### src/design/assert_macros.svh
// ----------------------------------------------------------------------------
// Assertion macros shared by the design files.
// Each macro checks on the rising edge of clk and is disabled during reset.
// ----------------------------------------------------------------------------
`ifndef ASSERT_MACROS_SVH
`define ASSERT_MACROS_SVH

// A property that must hold in the same cycle.
`define ASSERT_ALWAYS(label, prop, msg) \
    label: assert property (@(posedge clk) disable iff (!rst_n) prop) else $error(msg);

// A condition in one cycle implies a consequence in the next cycle.
`define ASSERT_NEXT(label, cond, conseq, msg) \
    label: assert property (@(posedge clk) disable iff (!rst_n) (cond) |=> (conseq)) \
        else $error(msg);

`endif

### src/design/skf3_pkg.sv
// ----------------------------------------------------------------------------
// skf3_pkg
// Types and fixed constants of the three-axis scalar Kalman filter.
// ----------------------------------------------------------------------------
package skf3_pkg;

    localparam int AXIS_W     = 2;
    localparam int MEAS_W     = 16;
    localparam int EST_W      = 32;
    localparam int VAR_W      = 32;
    localparam int APB_DATA_W = 32;
    localparam int APB_ADDR_W = 3;

    // The multiplier takes its second operand in two halves of this split.
    localparam int MUL_OPB_W  = 34;
    localparam int MUL_SPLIT  = 17;

    // Register indexes, decoded from paddr[2].
    typedef enum logic {
        REG_PROCESS_NOISE     = 1'b0,
        REG_MEASUREMENT_NOISE = 1'b1
    } skf3_reg_t;

    typedef enum logic [3:0] {
        ST_IDLE,
        ST_PRED,
        ST_DENOM,
        ST_DIV,
        ST_MUL_E_LO,
        ST_MUL_E_HI,
        ST_EST,
        ST_MUL_C_LO,
        ST_MUL_C_HI,
        ST_COV
    } skf3_state_t;

endpackage

### src/design/scalar_kalman_filter_three_axis.sv
// ----------------------------------------------------------------------------
// Scalar Kalman filter, three axes: one restoring divider and one shared multiplier.
// One item is in work at a time: a new input is taken only once the block is idle again.
// The gain division is restoring and bit-serial, one quotient bit per cycle.
// Reset gives estimates 0, covariances 0.02 and the noise registers their defaults.
// ----------------------------------------------------------------------------
`include "assert_macros.svh"

module scalar_kalman_filter_three_axis
    import skf3_pkg::*;
#(
    parameter int NUM_AXES      = 3,
    parameter int VAR_FRAC_BITS = 24
)
(
    input  logic                         clk,
    input  logic                         rst_n,

    input  logic                         psel,
    input  logic                         penable,
    input  logic                         pwrite,
    input  logic [APB_ADDR_W-1:0]        paddr,
    input  logic [APB_DATA_W-1:0]        pwdata,
    output logic [APB_DATA_W-1:0]        prdata,
    output logic                         pready,

    input  logic                         meas_valid,
    output logic                         meas_stall,
    input  logic [AXIS_W-1:0]            axis,
    input  logic signed [MEAS_W-1:0]     measurement,

    output logic                         result_valid,
    input  logic                         result_stall,
    output logic [AXIS_W-1:0]            axis_out,
    output logic signed [EST_W-1:0]      estimate,
    output logic [VAR_FRAC_BITS:0]       gain
);

    // ------------------------------------------------------------------------
    // Derived sizes and constants.
    // ------------------------------------------------------------------------
    localparam int GAIN_W = VAR_FRAC_BITS + 1;
    localparam int AX_W   = (NUM_AXES > 1) ? $clog2(NUM_AXES) : 1;
    localparam int CNT_W  = $clog2(VAR_FRAC_BITS + 1);
    localparam int DEN_W  = VAR_W + 1;
    localparam int REM_W  = VAR_W + 2;
    localparam int HALF_W = MUL_SPLIT + 1;
    localparam int PROD_W = GAIN_W + 1 + HALF_W;
    localparam int ACC_W  = VAR_FRAC_BITS + 36;

    localparam logic [63:0] ONE64 = 64'd1 << VAR_FRAC_BITS;
    localparam logic [GAIN_W-1:0] GAIN_ONE = {1'b1, {VAR_FRAC_BITS{1'b0}}};
    localparam logic signed [ACC_W-1:0] ROUND_HALF = ACC_W'(ONE64 >> 1);
    localparam logic [VAR_W-1:0] COV_RESET = VAR_W'(ONE64 * 2 / 100);
    localparam logic [VAR_W-1:0] PN_RESET  = VAR_W'(ONE64 / 1000);
    localparam logic [VAR_W-1:0] MN_RESET  = VAR_W'(ONE64 * 543 / 1000);
    localparam logic [CNT_W-1:0] DIV_LAST  = CNT_W'(VAR_FRAC_BITS);

    // ------------------------------------------------------------------------
    // Registers.
    // ------------------------------------------------------------------------
    skf3_state_t                 state_reg, state_next;

    logic [VAR_W-1:0]            pn_reg;
    logic [VAR_W-1:0]            mn_reg;

    logic signed [EST_W-1:0]     est_mem_reg [NUM_AXES];
    logic [VAR_W-1:0]            cov_mem_reg [NUM_AXES];

    logic [AXIS_W-1:0]           axis_reg, axis_next;
    logic signed [MEAS_W-1:0]    meas_reg, meas_next;
    logic [VAR_W-1:0]            pred_reg, pred_next;
    logic [DEN_W-1:0]            denom_reg, denom_next;
    logic [REM_W-1:0]            rem_reg, rem_next;
    logic [GAIN_W-1:0]           quo_reg, quo_next;
    logic [CNT_W-1:0]            cnt_reg, cnt_next;
    logic [GAIN_W-1:0]           gain_reg, gain_next;
    logic signed [ACC_W-1:0]     acc_reg, acc_next;
    logic signed [EST_W-1:0]     est_new_reg, est_new_next;

    logic                        result_valid_reg, result_valid_next;
    logic [AXIS_W-1:0]           axis_out_reg, axis_out_next;
    logic signed [EST_W-1:0]     estimate_reg, estimate_next;
    logic [GAIN_W-1:0]           gain_out_reg, gain_out_next;

    // ------------------------------------------------------------------------
    // Combinational datapath signals.
    // ------------------------------------------------------------------------
    logic                        apb_write;
    logic                        meas_xfer;
    logic                        axis_ok;
    logic [AX_W-1:0]             ax_idx;
    logic signed [EST_W-1:0]     est_rd;
    logic [VAR_W-1:0]            cov_rd;
    logic [VAR_W:0]              pred_sum;
    logic [VAR_W-1:0]            pred_sat;
    logic [REM_W:0]              rem_sub;
    logic                        rem_ge;
    logic [REM_W-1:0]            rem_kept;
    logic [REM_W-1:0]            denom_x2;
    logic signed [DEN_W-1:0]     diff;
    logic [GAIN_W-1:0]           mul_a;
    logic [MUL_OPB_W-1:0]        mul_b;
    logic signed [GAIN_W:0]      mul_a_s;
    logic signed [HALF_W-1:0]    mul_b_s;
    logic signed [PROD_W-1:0]    prod;
    logic signed [ACC_W-1:0]     prod_ext;
    logic signed [ACC_W-1:0]     rnd;
    logic signed [ACC_W-1:0]     est_sum;
    logic [ACC_W-EST_W:0]        est_top;
    logic signed [EST_W-1:0]     est_sat;
    logic [VAR_W-1:0]            cov_sat;
    logic                        est_we;
    logic                        cov_we;
    logic                        out_free;

    // ------------------------------------------------------------------------
    // Configuration port. Writes complete in the access phase; pready is
    // tied high so every access takes exactly the setup and access cycles.
    // ------------------------------------------------------------------------
    assign pready    = 1'b1;
    assign apb_write = psel && penable && pwrite && pready;

    always_ff @(posedge clk or negedge rst_n)
    begin
        if (!rst_n)
        begin
            pn_reg <= PN_RESET;
            mn_reg <= MN_RESET;
        end
        else if (apb_write)
        begin
            unique case (skf3_reg_t'(paddr[2]))
                REG_PROCESS_NOISE:     pn_reg <= pwdata;
                REG_MEASUREMENT_NOISE: mn_reg <= pwdata;
            endcase
        end
    end

    always_comb
    begin
        unique case (skf3_reg_t'(paddr[2]))
            REG_PROCESS_NOISE:     prdata = pn_reg;
            REG_MEASUREMENT_NOISE: prdata = mn_reg;
        endcase
    end

    // ------------------------------------------------------------------------
    // Per-axis state. The selected axis is read at one address chosen by
    // the latched axis index; the estimate is written in the estimate step
    // and the covariance once the result is handed to the output register.
    // ------------------------------------------------------------------------
    assign ax_idx = AX_W'(axis_reg);
    assign est_rd = est_mem_reg[ax_idx];
    assign cov_rd = cov_mem_reg[ax_idx];

    always_ff @(posedge clk or negedge rst_n)
    begin
        if (!rst_n)
        begin
            for (int i = 0; i < NUM_AXES; i++)
            begin
                est_mem_reg[i] <= '0;
                cov_mem_reg[i] <= COV_RESET;
            end
        end
        else
        begin
            if (est_we)
            begin
                est_mem_reg[ax_idx] <= est_sat;
            end
            if (cov_we)
            begin
                cov_mem_reg[ax_idx] <= cov_sat;
            end
        end
    end

    // ------------------------------------------------------------------------
    // Arithmetic.
    //
    // Prediction saturates the covariance plus the process noise at the
    // all-ones value. The gain comes from a restoring divider that produces
    // one quotient bit per cycle: the partial remainder starts at the
    // predicted variance and is compared against the full-width denominator
    // GAIN_W times, so the quotient never needs more than GAIN_W bits.
    // ------------------------------------------------------------------------
    assign pred_sum = {1'b0, cov_rd} + {1'b0, pn_reg};
    assign pred_sat = pred_sum[VAR_W] ? '1 : pred_sum[VAR_W-1:0];

    assign rem_sub  = {1'b0, rem_reg} - {2'b00, denom_reg};
    assign rem_ge   = !rem_sub[REM_W];
    assign rem_kept = rem_ge ? rem_sub[REM_W-1:0] : rem_reg;
    assign denom_x2 = {denom_reg, 1'b0};

    // Innovation: the measurement in Q16.16 less the current estimate.
    assign diff = {meas_reg[MEAS_W-1], meas_reg, 16'h0000} - {est_rd[EST_W-1], est_rd};

    // The shared multiplier. Operand A is unsigned, no more than one in
    // fixed point; operand B is a 34-bit signed value fed in two halves,
    // low half unsigned first, then the signed high half, accumulated with
    // a shift. The estimate pass multiplies the gain by the innovation and
    // the covariance pass multiplies one minus the gain by the prediction.
    always_comb
    begin
        if (state_reg == ST_MUL_C_LO || state_reg == ST_MUL_C_HI)
        begin
            mul_a = GAIN_ONE - gain_reg;
            mul_b = {2'b00, pred_reg};
        end
        else
        begin
            mul_a = gain_reg;
            mul_b = {diff[DEN_W-1], diff};
        end
    end

    assign mul_a_s = signed'({1'b0, mul_a});
    assign mul_b_s = (state_reg == ST_MUL_E_HI || state_reg == ST_MUL_C_HI)
                   ? signed'({mul_b[MUL_OPB_W-1], mul_b[MUL_OPB_W-1:MUL_SPLIT]})
                   : signed'({1'b0, mul_b[MUL_SPLIT-1:0]});
    assign prod     = mul_a_s * mul_b_s;
    assign prod_ext = ACC_W'(prod);

    // Round to nearest with ties toward plus infinity: add one half, then
    // an arithmetic shift floors the value.
    assign rnd     = (acc_reg + ROUND_HALF) >>> VAR_FRAC_BITS;
    assign est_sum = rnd + ACC_W'(est_rd);
    assign est_top = est_sum[ACC_W-1:EST_W-1];
    assign est_sat = ((&est_top) || !(|est_top)) ? est_sum[EST_W-1:0]
                   : (est_sum[ACC_W-1] ? {1'b1, {(EST_W-1){1'b0}}}
                                        : {1'b0, {(EST_W-1){1'b1}}});
    assign cov_sat = (|rnd[ACC_W-1:VAR_W]) ? '1 : rnd[VAR_W-1:0];

    // ------------------------------------------------------------------------
    // Sequencer. The block takes one item at a time; while an item is in
    // work the input is stalled. A finished result waits in the output
    // register, so a new item may start while the previous result has not
    // yet been transferred. An item whose axis is out of range is taken and
    // dropped without touching any state.
    // ------------------------------------------------------------------------
    assign meas_stall = (state_reg != ST_IDLE);
    assign meas_xfer  = meas_valid && !meas_stall;
    assign axis_ok    = (32'(axis) < 32'(NUM_AXES));
    assign out_free   = !result_valid_reg || !result_stall;

    always_ff @(posedge clk or negedge rst_n)
    begin
        if (!rst_n)
        begin
            state_reg        <= ST_IDLE;
            result_valid_reg <= 1'b0;
        end
        else
        begin
            state_reg        <= state_next;
            result_valid_reg <= result_valid_next;
        end
    end

    always_ff @(posedge clk)
    begin
        axis_reg     <= axis_next;
        meas_reg     <= meas_next;
        pred_reg     <= pred_next;
        denom_reg    <= denom_next;
        rem_reg      <= rem_next;
        quo_reg      <= quo_next;
        cnt_reg      <= cnt_next;
        gain_reg     <= gain_next;
        acc_reg      <= acc_next;
        est_new_reg  <= est_new_next;
        axis_out_reg <= axis_out_next;
        estimate_reg <= estimate_next;
        gain_out_reg <= gain_out_next;
    end

    always_comb
    begin
        state_next        = state_reg;
        axis_next         = axis_reg;
        meas_next         = meas_reg;
        pred_next         = pred_reg;
        denom_next        = denom_reg;
        rem_next          = rem_reg;
        quo_next          = quo_reg;
        cnt_next          = cnt_reg;
        gain_next         = gain_reg;
        acc_next          = acc_reg;
        est_new_next      = est_new_reg;
        axis_out_next     = axis_out_reg;
        estimate_next     = estimate_reg;
        gain_out_next     = gain_out_reg;
        est_we            = 1'b0;
        cov_we            = 1'b0;

        // A waiting result leaves the output register on its transfer.
        result_valid_next = result_valid_reg && result_stall;

        unique case (state_reg)
            ST_IDLE:
            begin
                if (meas_xfer && axis_ok)
                begin
                    axis_next  = axis;
                    meas_next  = measurement;
                    state_next = ST_PRED;
                end
            end
            ST_PRED:
            begin
                pred_next  = pred_sat;
                state_next = ST_DENOM;
            end
            ST_DENOM:
            begin
                denom_next = {1'b0, pred_reg} + {1'b0, mn_reg};
                rem_next   = {2'b00, pred_reg};
                quo_next   = '0;
                cnt_next   = DIV_LAST;
                state_next = ST_DIV;
            end
            ST_DIV:
            begin
                rem_next = {rem_kept[REM_W-2:0], 1'b0};
                quo_next = {quo_reg[GAIN_W-2:0], rem_ge};
                cnt_next = cnt_reg - 1'b1;
                if (cnt_reg == '0)
                begin
                    // With a zero denominator the gain is defined as zero.
                    gain_next  = (denom_reg == '0) ? '0 : {quo_reg[GAIN_W-2:0], rem_ge};
                    state_next = ST_MUL_E_LO;
                end
            end
            ST_MUL_E_LO:
            begin
                acc_next   = prod_ext;
                state_next = ST_MUL_E_HI;
            end
            ST_MUL_E_HI:
            begin
                acc_next   = acc_reg + (prod_ext <<< MUL_SPLIT);
                state_next = ST_EST;
            end
            ST_EST:
            begin
                est_we       = 1'b1;
                est_new_next = est_sat;
                state_next   = ST_MUL_C_LO;
            end
            ST_MUL_C_LO:
            begin
                acc_next   = prod_ext;
                state_next = ST_MUL_C_HI;
            end
            ST_MUL_C_HI:
            begin
                acc_next   = acc_reg + (prod_ext <<< MUL_SPLIT);
                state_next = ST_COV;
            end
            ST_COV:
            begin
                // Hold here until the output register is free.
                if (out_free)
                begin
                    cov_we            = 1'b1;
                    axis_out_next     = axis_reg;
                    estimate_next     = est_new_reg;
                    gain_out_next     = gain_reg;
                    result_valid_next = 1'b1;
                    state_next        = ST_IDLE;
                end
            end
            default:
            begin
                state_next = ST_IDLE;
            end
        endcase
    end

    assign result_valid = result_valid_reg;
    assign axis_out     = axis_out_reg;
    assign estimate     = estimate_reg;
    assign gain         = gain_out_reg;

    // ------------------------------------------------------------------------
    // Assertions.
    // ------------------------------------------------------------------------
    `ASSERT_ALWAYS(a_gain_at_most_one,
        result_valid_reg |-> (gain_out_reg <= GAIN_ONE), "gain above one")
    `ASSERT_ALWAYS(a_div_rem_bound,
        (state_reg == ST_DIV && denom_reg != '0) |-> (rem_reg < denom_x2),
        "divider remainder out of bound")
    `ASSERT_NEXT(a_bad_axis_dropped, meas_xfer && !axis_ok, state_reg == ST_IDLE,
        "out-of-range axis started work")

endmodule

### config.mk
export PLATFORM = sky130hd
export DESIGN_NAME = scalar_kalman_filter_three_axis
export DESIGN_NICKNAME = d
export VERILOG_FILES = /design/src/design/skf3_pkg.sv /design/src/design/scalar_kalman_filter_three_axis.sv
export VERILOG_INCLUDE_DIRS = /design/src /design/src/design
export SDC_FILE = /design/constraint.sdc
export NUM_CORES = 2
export LEC_CHECK = 0
export BUFFER_PORTS_ARGS = -buffer_cell sky130_fd_sc_hd__buf_2
export CAP_MARGIN = 10
export CORE_ASPECT_RATIO = 1.5
export CORE_MARGIN = 2
export CORE_UTILIZATION = 30
export CTS_BUF_LIST = sky130_fd_sc_hd__clkbuf_16
export DETAILED_ROUTE_END_ITERATION = 12
export GPL_TIMING_DRIVEN = 0
export HOLD_SLACK_MARGIN = 0.06
export PLACE_DENSITY = 0.52
export SLEW_MARGIN = 5
export SYNTH_ARGS = -nofsm -noshare
export SYNTH_HDL_FRONTEND = slang
export SYNTH_SLANG_ARGS = --single-unit
export TNS_END_PERCENT = 50
### constraint.sdc
create_clock -name clk -period 15.4 [get_ports clk]
set_input_delay 0.77 -clock clk [delete_from_list [all_inputs] [get_ports clk]]
set_output_delay 0.77 -clock clk [all_outputs]
set_load 0.02 [all_outputs]
==> impl_results.md <==
* Critical path arrival at 15,340 ps
* H-tree lvl count at 3
* Vias in the first global route at 40,090
* Reg2reg path depth at 45
* GRT Overall Usage at 0.2027
* I/O Pins at 154
* Transition time of the tightest slew-check pin at 1372 ps
* Synth top area share at 0.1866
* 1st-iter DRT viols at 2,772
* Most frequent cells in the layout: nand2_1, inv_1, a21oi_1
* Syn nets at 5,968
* Post-DRT Antenna Nets at 0
* GRT busiest layer: met2
* Via density at 5.143
* Cell variety after synth at 97
* Die area at 167,000 sq um
* Row Count at 181
* #FFs+latches synth at 566
* Nets at 6,209
* Mapped Cells at 5,191
* Vias at 39,040
* Worst slew margin at 0.08225
* Detailed Route WL at 170.2 mm
* Most common cell after layout, fill and taps aside: nand2_1
* Setup tns final at 0 ps
* DRT Pass-1 Iters at 6
* Worst hold stages at 1
* Slowest-stage cell, CP: mux2i_1
* Main synth FF type: edfxtp_1
* Final Cycle Share at 0.9697
* Proportion of layout cells with a drive suffix above 1 at 0.09954
* Mapped Area at 49,090 sq um
* Max_cap viols at 0
* Final setup viols at 0
* Largest net degree at the start of global routing at 107
* Largest stage delay, worst path at 1010 ps
* Final Hold Vio Count at 0
* Number of enable flip-flop cells after synthesis at 305
* Met3 Use GR at 0.02218
* Crit start category: flop
* Port Buffers at 149
* Status: finished clean
* Worst-path maximum fanout at 10
* WHS Endpoint: meas_reg[4]
* Residual DRC at 0
* Critical Path End Type: flop
* Asr flop ratio synth at 0.4611
* Highest clock rate at 0.06696 GHz
* Dpl hpwl at 139.2 mm
* WS Path Type: flop to flop
* Post-CTS Setup Bufs at 0
* Routing usage on met2 at 0.3533
* M1 GR Usage at 0.2458
* DIE HEIGHT at 499.4 um
* Die width at 334.3 um
* Synth area leaders: edfxtp_1, fa_1, dfrtp_1, ha_1, nand2_1
* P&R area growth vs syn at 12.26%
* CTS max path bufs at 3
* CTS root buffer: clkbuf_16
* Pins Over Slew Limit at 0
* RR Startpoint: ax_idx[0]
* Setup Skew at 29.97 ps
* Hold crit path type: primary input to flop
* Crit Reg-Reg Endpoint: acc_reg[59]
* Core ar. at 162,400 sq um
* Average size of a mapped cell at 9.457 sq um
* Initial Util at 0.3023
* CTS tree: done
* Register area share after synthesis at 0.3207
* Clk slew on worst S/H paths at 60 ps
* First-pass GRT wire length at 254.4 mm
* Yosys warning total at 0
* WL/cell at 22.42 um
* Grt ovf at 0
* RSZ-0062 raised after global routing: false
* Reg-to-reg setup timing slack at 470 ps
* Most used cell along the critical path: fa_1
* Final Critical Period at 14,930 ps
* Worst-Skew Late Latency at 660 ps
* Yosys top cell by area: edfxtp_1
* Worst Path Required at 15,800 ps
* RePlAce Congestion at 0.9494
* CTS sink cnt at 566
* Initial antenna violation count at 6
* Min-delay src: measurement[4]
* Num CTS Buffers at 67
## cell type report
class,count,area (sq um)
well taps,2104,2633
fillers,16680,107300
plain buffers,201,872.1
repair buffers,173,1116
flip-flops and latches,566,15740
clock inverters,50,361.6
inverters,578,2173
multi-input cells,3845,30400
clock buffers,72,1802
diodes,2,5.005
## metal layers
metal | share of wire | vias up | wire length [um]
li1 | - | 18100 | -
met5 | 0.00011 | - | 18
met3 | 0.045 | 322 | 7702
met1 | 0.40 | 19510 | 68500
met2 | 0.50 | 1108 | 84500
met4 | 0.056 | 4 | 9510
## cell usage after synthesis (104+ instances only)
master    number
ha_1         344
inv_1        576
dfrtp_1      219
nor2_1       400
o21ai_0      214
xnor2_1      156
fa_1         373
a21oi_1      425
mux2_2       104
xor2_1       105
a21o_1       128
edfxtp_1     305
and2_1       128
nand2_1      605
clkbuf_1     152
## kinds of logic (layout without fill, tap and decap cells)
| kind of cell | after synthesis | in the layout | share of synthesized area |
|---|---|---|---|
| AO/OA/AOI/OAI | 1075 | 1075 | 0.1354 |
| XOR/XNOR | 261 | 261 | 0.04657 |
| adder cells (fa/ha/maj) | 717 | 717 | 0.2398 |
| buffers and inverters | 780 | 1074 | 0.06194 |
| flip-flops | 566 | 566 | 0.3207 |
| multiplexers | 200 | 200 | 0.04343 |
| other | 1 | 3 | 0.00007639 |
| AND/OR/NAND/NOR | 1591 | 1591 | 0.1521 |
## how the worst max path moves through the flow
stage	start	endpoint	slack, ps
floorplan	ax_idx[1]	acc_reg[59]	4200
global placement	ax_idx[1]	acc_reg[59]	430
detailed placement	ax_idx[1]	acc_reg[59]	640
CTS	ax_idx[1]	acc_reg[59]	570
global route	ax_idx[0]	acc_reg[59]	20
finish	ax_idx[0]	acc_reg[59]	470
## metrics by stage
stage	std cells	util	instance area (sq um)	hold slack [ps]	setup slack, ps
6_report	7591	0.3394	55110	290.8	466.2
5_1_grt	7589	0.3394	55100	275.1	16.45
4_1_cts	7588	0.3392	55080	244.2	572.8
3_5_place_dp	7465	0.3258	52910	404.5	636.4
3_3_place_gp	7444	0.3231	52470	408.7	435.0
2_1_floorplan	5191	-	49090	400.3	4204
## critical path: cells and delay by family (launching register included)
family | cells | cell delay [ps]
AOI/OAI and AO/OA | 11 | 2950
xor gates and xnor gates | 3 | 770
adders and majority gates | 9 | 4470
buffers and inverters | 9 | 2820
DFF | 1 | 360
muxes | 1 | 1010
and+or+nand+nor | 12 | 2240
## repair_timing
item	4_1_cts	5_1_grt
gates resized for setup	0	3
setup endpoints to repair	0	5
endpoints found under the hold margin	7	0
hold buffers	1	0
Power is left out: the tool's default activity adds up to more than one toggle a clock period on the data nets, which glitch-free logic cannot reach.
